`src/design/lstpd_pkg.sv`:
```
`timescale 1ns / 1ps

package lstpd_pkg;

   // Field widths fixed by the item formats.
   localparam int RANGE_W  = 16;
   localparam int ANGLE_W  = 16;
   localparam int STEP_W   = 12;
   localparam int IDX_W    = 12;
   localparam int COORD_W  = 17;
   localparam int POINT_W  = 2 * COORD_W;

   // Configuration port.
   localparam int CSR_ADDR_W = 2;
   localparam int CSR_DATA_W = 16;

   localparam logic [CSR_ADDR_W-1:0] CSR_RANGE_LOWER = 2'd0;
   localparam logic [CSR_ADDR_W-1:0] CSR_RANGE_UPPER = 2'd1;
   localparam logic [CSR_ADDR_W-1:0] CSR_START_ANGLE = 2'd2;
   localparam logic [CSR_ADDR_W-1:0] CSR_ANGLE_STEP  = 2'd3;

   // CORDIC datapath sizing.
   localparam int CORDIC_STEPS = 16;
   localparam int ITER_W       = 4;
   localparam int XY_W         = 28;
   localparam int Z_W          = 34;
   localparam int PROD_W       = 59;
   localparam int QUOT_W       = 21;

   // Gain compensation factor in Q30 and the rounding offset for the final shift.
   localparam logic signed [30:0]       INV_GAIN  = 31'sd652032875;
   localparam logic signed [PROD_W-1:0] ROUND_OFS = 59'sd137438953472;
   localparam int                       SCALE_SH  = 38;
   localparam int                       COORD_LIM = 65535;

   // Quarter and half turn in 16-bit binary angle units.
   localparam int QUARTER_TURN = 16384;
   localparam int HALF_TURN    = 32768;

   typedef enum logic [2:0] {
      TS_IDLE,
      TS_CONVERT,
      TS_CHECK,
      TS_READ,
      TS_SHOW
   } top_state_type;

   typedef enum logic [2:0] {
      CS_IDLE,
      CS_ROTATE,
      CS_MUL_X,
      CS_MUL_Y,
      CS_SAT_Y
   } cordic_state_type;

   // Arctangent of 2^-i in units of 2^32 per turn.
   function automatic logic signed [Z_W-1:0] atan_lookup(input logic [ITER_W-1:0] i);
      logic signed [Z_W-1:0] v;
      case (i)
         4'd0:    v = 34'sd536870912;
         4'd1:    v = 34'sd316933406;
         4'd2:    v = 34'sd167458907;
         4'd3:    v = 34'sd85004756;
         4'd4:    v = 34'sd42667331;
         4'd5:    v = 34'sd21354465;
         4'd6:    v = 34'sd10680862;
         4'd7:    v = 34'sd5340245;
         4'd8:    v = 34'sd2670163;
         4'd9:    v = 34'sd1335087;
         4'd10:   v = 34'sd667544;
         4'd11:   v = 34'sd333772;
         4'd12:   v = 34'sd166886;
         4'd13:   v = 34'sd83443;
         4'd14:   v = 34'sd41722;
         4'd15:   v = 34'sd20861;
         default: v = '0;
      endcase
      return v;
   endfunction

endpackage

```
`src/design/lstpd_cordic.sv`:
```
`timescale 1ns / 1ps

module lstpd_cordic
   import lstpd_pkg::*;
(
   input  logic                      clock,
   input  logic                      reset,
   input  logic                      start,
   input  logic [RANGE_W-1:0]        range_mm,
   input  logic [ANGLE_W-1:0]        angle,
   output logic                      done,
   output logic signed [COORD_W-1:0] point_x,
   output logic signed [COORD_W-1:0] point_y
);

   cordic_state_type          state_ff, state_in;
   logic                      done_ff, done_in;
   logic [ITER_W-1:0]         iter_ff, iter_in;
   logic signed [XY_W-1:0]    x_ff, x_in;
   logic signed [XY_W-1:0]    y_ff, y_in;
   logic signed [Z_W-1:0]     z_ff, z_in;
   logic signed [PROD_W-1:0]  prod_ff, prod_in;
   logic signed [COORD_W-1:0] px_ff, px_in;
   logic signed [COORD_W-1:0] py_ff, py_in;

   logic signed [ANGLE_W+1:0] ang_s;
   logic signed [ANGLE_W+1:0] ang_fold;
   logic signed [XY_W-1:0]    x_start;
   logic                      flip;
   logic signed [XY_W-1:0]    dx;
   logic signed [XY_W-1:0]    dy;
   logic signed [Z_W-1:0]     atan_i;

   // Round half up, floor shift and clamp to the coordinate range.
   function automatic logic signed [COORD_W-1:0] scale_sat(input logic signed [PROD_W-1:0] p);
      logic signed [PROD_W-1:0] rnd;
      logic signed [QUOT_W-1:0] q;
      rnd = p + ROUND_OFS;
      q   = $signed(rnd[PROD_W-1:SCALE_SH]);
      if (q > QUOT_W'(COORD_LIM)) begin
         return COORD_W'(COORD_LIM);
      end else if (q < -QUOT_W'(COORD_LIM)) begin
         return -COORD_W'(COORD_LIM);
      end
      return q[COORD_W-1:0];
   endfunction

   // Fold the angle into plus or minus a quarter turn, negating the start vector.
   always_comb begin
      ang_s   = (ANGLE_W+2)'($signed(angle));
      x_start = $signed({{(XY_W-RANGE_W-8){1'b0}}, range_mm, 8'b0});
      if (ang_s > (ANGLE_W+2)'(QUARTER_TURN)) begin
         ang_fold = ang_s - (ANGLE_W+2)'(HALF_TURN);
         flip     = 1'b1;
      end else if (ang_s < -(ANGLE_W+2)'(QUARTER_TURN)) begin
         ang_fold = ang_s + (ANGLE_W+2)'(HALF_TURN);
         flip     = 1'b1;
      end else begin
         ang_fold = ang_s;
         flip     = 1'b0;
      end
   end

   // One rotation step per cycle on the shared shifters.
   always_comb begin
      dx     = y_ff >>> iter_ff;
      dy     = x_ff >>> iter_ff;
      atan_i = atan_lookup(iter_ff);
   end

   always_comb begin
      state_in = state_ff;
      done_in  = 1'b0;
      iter_in  = iter_ff;
      x_in     = x_ff;
      y_in     = y_ff;
      z_in     = z_ff;
      prod_in  = prod_ff;
      px_in    = px_ff;
      py_in    = py_ff;
      case (state_ff)
         CS_IDLE: begin
            if (start) begin
               x_in     = flip ? -x_start : x_start;
               y_in     = '0;
               z_in     = Z_W'(ang_fold) <<< 16;
               iter_in  = '0;
               state_in = CS_ROTATE;
            end
         end
         CS_ROTATE: begin
            if (!z_ff[Z_W-1]) begin
               x_in = x_ff - dx;
               y_in = y_ff + dy;
               z_in = z_ff - atan_i;
            end else begin
               x_in = x_ff + dx;
               y_in = y_ff - dy;
               z_in = z_ff + atan_i;
            end
            iter_in = iter_ff + 1'b1;
            if (iter_ff == ITER_W'(CORDIC_STEPS - 1)) begin
               state_in = CS_MUL_X;
            end
         end
         CS_MUL_X: begin
            prod_in  = PROD_W'(x_ff * INV_GAIN);
            state_in = CS_MUL_Y;
         end
         CS_MUL_Y: begin
            prod_in  = PROD_W'(y_ff * INV_GAIN);
            px_in    = scale_sat(prod_ff);
            state_in = CS_SAT_Y;
         end
         CS_SAT_Y: begin
            py_in    = scale_sat(prod_ff);
            done_in  = 1'b1;
            state_in = CS_IDLE;
         end
         default: begin
            state_in = CS_IDLE;
         end
      endcase
   end

   // Control registers.
   always_ff @(posedge clock) begin
      if (reset) begin
         state_ff <= CS_IDLE;
         done_ff  <= 1'b0;
      end else begin
         state_ff <= state_in;
         done_ff  <= done_in;
      end
   end

   // Datapath registers.
   always_ff @(posedge clock) begin
      iter_ff <= iter_in;
      x_ff    <= x_in;
      y_ff    <= y_in;
      z_ff    <= z_in;
      prod_ff <= prod_in;
      px_ff   <= px_in;
      py_ff   <= py_in;
   end

   assign done    = done_ff;
   assign point_x = px_ff;
   assign point_y = py_ff;

endmodule

```
`config.mk`:
```
export PLATFORM = sky130hd
export DESIGN_NAME = lstpd_cordic
export DESIGN_NICKNAME = d
export VERILOG_FILES = /design/src/design/lstpd_pkg.sv /design/src/design/lstpd_cordic.sv
export SDC_FILE = /design/constraint.sdc
export NUM_CORES = 2
export LEC_CHECK = 0
export BUFFER_PORTS_ARGS = -buffer_cell sky130_fd_sc_hd__buf_2
export CAP_MARGIN = 20
export CORE_ASPECT_RATIO = 0.8
export CORE_MARGIN = 1.5
export CORE_UTILIZATION = 49
export DETAILED_ROUTE_END_ITERATION = 8
export PLACE_DENSITY = 0.62
export SETUP_SLACK_MARGIN = 0.4
export SYNTH_ARGS = -nofsm -noshare
export SYNTH_HDL_FRONTEND = slang
export SYNTH_SLANG_ARGS = --single-unit
```
`constraint.sdc`:
```
create_clock -name clock -period 21.2 [get_ports clock]
set_clock_uncertainty 0.05 [all_clocks]
set_input_delay 2.12 -clock clock [delete_from_list [all_inputs] [get_ports clock]]
set_output_delay 2.12 -clock clock [all_outputs]
set_load 0.005 [all_outputs]
```
==> results.toml <==
[timing]
min_period_over_period_pct = 41.70
finalHoldViolCount = 0
setup_viol = 0
post-route-min-period_ns = 8.841
report.final.slew_viol_count = 0
relSlewSlack_pct = 32.06
rsz0062_at_grt = "no"
worst_pin_slew_ns = 1.015
setup_tns_ns = 0
fmax_ghz = 0.1131

[floorplan]
core-area_um2 = 92960
die_w_um = 345.6
start_util_pct = 49.48
fp-row-count = 100
io_pins = 70
die_height_um = 277.1
design.die.area_um2 = 95740

[drt]
vias = 32800
wl_per_cell_um = 21.38
first_iter_violations = 2427
finalWirelength_mm = 126.6
drc = 0
dr.pass1.iters = 7
viasPerCell = 5.541
ant_nets = 0

[clock_tree]
cts_resized = 0
cts_setup_buffers = 0
htree_levels = 4
clock_sinks = 184
cts_tree = "yes"
clock-root-buffer = "clkbuf_16"
clock_latency_ns = 0.51
clkSlewWorstSetupHoldPaths_ns = 0.08
hold_buffers = 0
cts_max_path_buffers = 2
cts_made_buffers = 17

[worst_setup_path]
setup.worst_path.start_class = "register"
r2r_slack_ns = 12.36
crit_required_ns = 21.37
cp-endpoint = "prod_ff[47]"
crit_type = "register to register"
worstPathMaxFanout = 12
worst-r2r-cell-count = 23
cp-end-kind = "register"
r2r_start = "x_ff[8]"
critPathLaunch = "x_ff[8]"
rr_endpoint = "prod_ff[47]"
arrival_ns = 9.01

[grt]
track_usage_pct = 27.16
overflow = 0
grt_first_pass_wirelength_mm = 199.2
grt_pass1_vias = 33700
antenna_found_initial = 1
grt_max_degree = 81

[final_layout]
layout.nets = 6224
layout.cells.non_filler = 5920
syn_to_final_growth_pct = 5.032
drive_above_1_share_pct = 4.791
n_antenna_cell = 0

[placed_design]
placed_cells = 5887
gp_congestion = 0.9992
port_buffers = 69
dpl.hpwl_mm = 109.5

[synth]
yosys_warnings = 0
ys_seq_area_share_pct = 11.27
syn-cell-area_um2 = 46000
syn_inst = 4651
synthArstFlopShare_pct = 0
synth_edf_count = 150
syn_avg_cell_area_um2 = 9.890
ys_types = 83
synth-main-ff-cell = "edfxtp_1"
synthesis.nets = 6192
synth-seq-cells = 184

[hold_path]
hp-class = "register to register"

[status]
status = "completed"

[flow_run]
maxCapViolations = 0
-- sequential cells by signal (all words and copies together) (netlist names) --
signal and cells:
atan_i 30, done 1, iter_ff 4, point_x 17, point_y 17, prod_ff 22
state_ff 3, x_ff 28, y_ff 28, z_ff 34
-- logic make-up (layout without fill, tap and decap cells) --
| logic type | count (synthesis) | count (layout) | share of synthesized area [%] |
|---|---|---|---|
| compound gates | 712 | 712 | 9.653 |
| xor+xnor | 228 | 228 | 4.341 |
| fa+ha+maj | 1506 | 1506 | 53.22 |
| buf+inv | 1187 | 1232 | 9.961 |
| flops | 184 | 184 | 11.27 |
| mux | 107 | 107 | 3.963 |
| simple gates | 727 | 727 | 7.591 |
-- metrics by stage --
| step | util, % | hold slack [ns] | instance area (um^2) | setup slack, ns |
|---|---|---|---|---|
| final | 51.97 | 0.4924 | 48320 | 12.36 |
| after global routing | 51.97 | 0.5340 | 48320 | 11.93 |
| after floorplan | - | 0.4401 | 46000 | 13.82 |
| after detailed placement | 51.28 | 0.4922 | 47670 | 12.41 |
| after global placement | 51.28 | 0.4700 | 47670 | 12.63 |
| after CTS | 51.96 | 0.4999 | 48300 | 12.39 |
-- Yosys cell counts (12+ instances only) --
master | count | area [um^2]
o31ai_1 | 13 | 97.59
nand2b_1 | 21 | 131.4
and3_1 | 22 | 137.6
xor2_1 | 112 | 980.9
nor2_1 | 221 | 829.6
edfxtp_1 | 150 | 4504
nand4_1 | 33 | 206.5
a21oi_1 | 225 | 1126
nor3_1 | 57 | 285.3
ha_1 | 755 | 9447
fa_1 | 751 | 15030
xnor2_1 | 116 | 1016
mux2i_1 | 34 | 340.3
mux4_1 | 14 | 367.9
a31oi_1 | 33 | 206.5
dfxtp_1 | 34 | 680.7
o211ai_1 | 12 | 90.09
a211oi_1 | 21 | 157.7
nand2_1 | 183 | 686.9
o21ai_0 | 169 | 845.8
and2_1 | 19 | 118.9
nor2b_1 | 30 | 187.7
o21bai_1 | 25 | 187.7
a21o_1 | 96 | 720.7
inv_1 | 1100 | 4129
mux2_2 | 19 | 214.0
nand3_1 | 56 | 280.3
nor4_1 | 17 | 106.4
or2_2 | 13 | 81.33
o21a_1 | 24 | 180.2
or3_1 | 12 | 75.07
clkbuf_1 | 54 | 202.7
nor3b_1 | 18 | 135.1
mux4_2 | 40 | 900.9
-- per-layer routing --
metal	vias to the layer above	track usage [%]	part of all wire (%)
met1	16320	40.79	48
met5	-	0	0
met2	1067	39.58	42
li1	15310	-	-
met4	0	4.311	1.4
met3	101	7.389	8.9
-- worst max-delay path, cell delays in order (launching register included) --
cell and delay (ns):
edfxtp_1 0.78, ha_1 0.47, inv_1 0.15, fa_1 0.49
fa_1 0.45, inv_1 0.12, fa_1 0.44, inv_1 0.10
fa_1 0.44, fa_1 0.49, inv_1 0.05, fa_1 0.47
ha_1 0.31, ha_1 0.33, a21oi_1 0.39, nand2_1 0.08
a2111oi_0 0.83, a21oi_1 0.38, o21ai_0 0.37, a41oi_1 0.38
a221oi_1 0.47, nor2b_1 0.09, o311ai_0 0.27, o21ai_0 0.15
-- layout make-up --
cell class	count	area [um^2]
Multi-Input combinational cell	3280	36260
Tap cell	1224	1531
Inverter	1103	4143
Clock buffer	17	425.4
Sequential cell	184	5185
Fill cell	8609	44650
Timing Repair Buffer	97	563.0
Clock inverter	15	206.4
-- worst min-delay path by stage --
stage,from,cells after the start,endpoint
global placement,state_ff[0],2,state_ff[2]
floorplan,state_ff[2],1,state_ff[0]
detailed placement,state_ff[0],2,state_ff[2]
finish,state_ff[0],2,state_ff[2]
global route,state_ff[0],2,state_ff[2]
CTS,state_ff[0],2,state_ff[2]
-- placed cells by master, fill, tap and decap left out, types with 57 or more instances in the layout --
cell type and n:
ha_1 755, nand2_1 183, xor2_1 112, fa_1 751, nor3_1 57, xnor2_1 116
a21oi_1 224, o21ai_0 169, buf_2 69, nor2_1 221, a21o_1 96, edfxtp_1 150
inv_1 1099
Power is left out: the tool's default activity adds up to more than one toggle a clock period on the data nets, which glitch-free logic cannot reach.
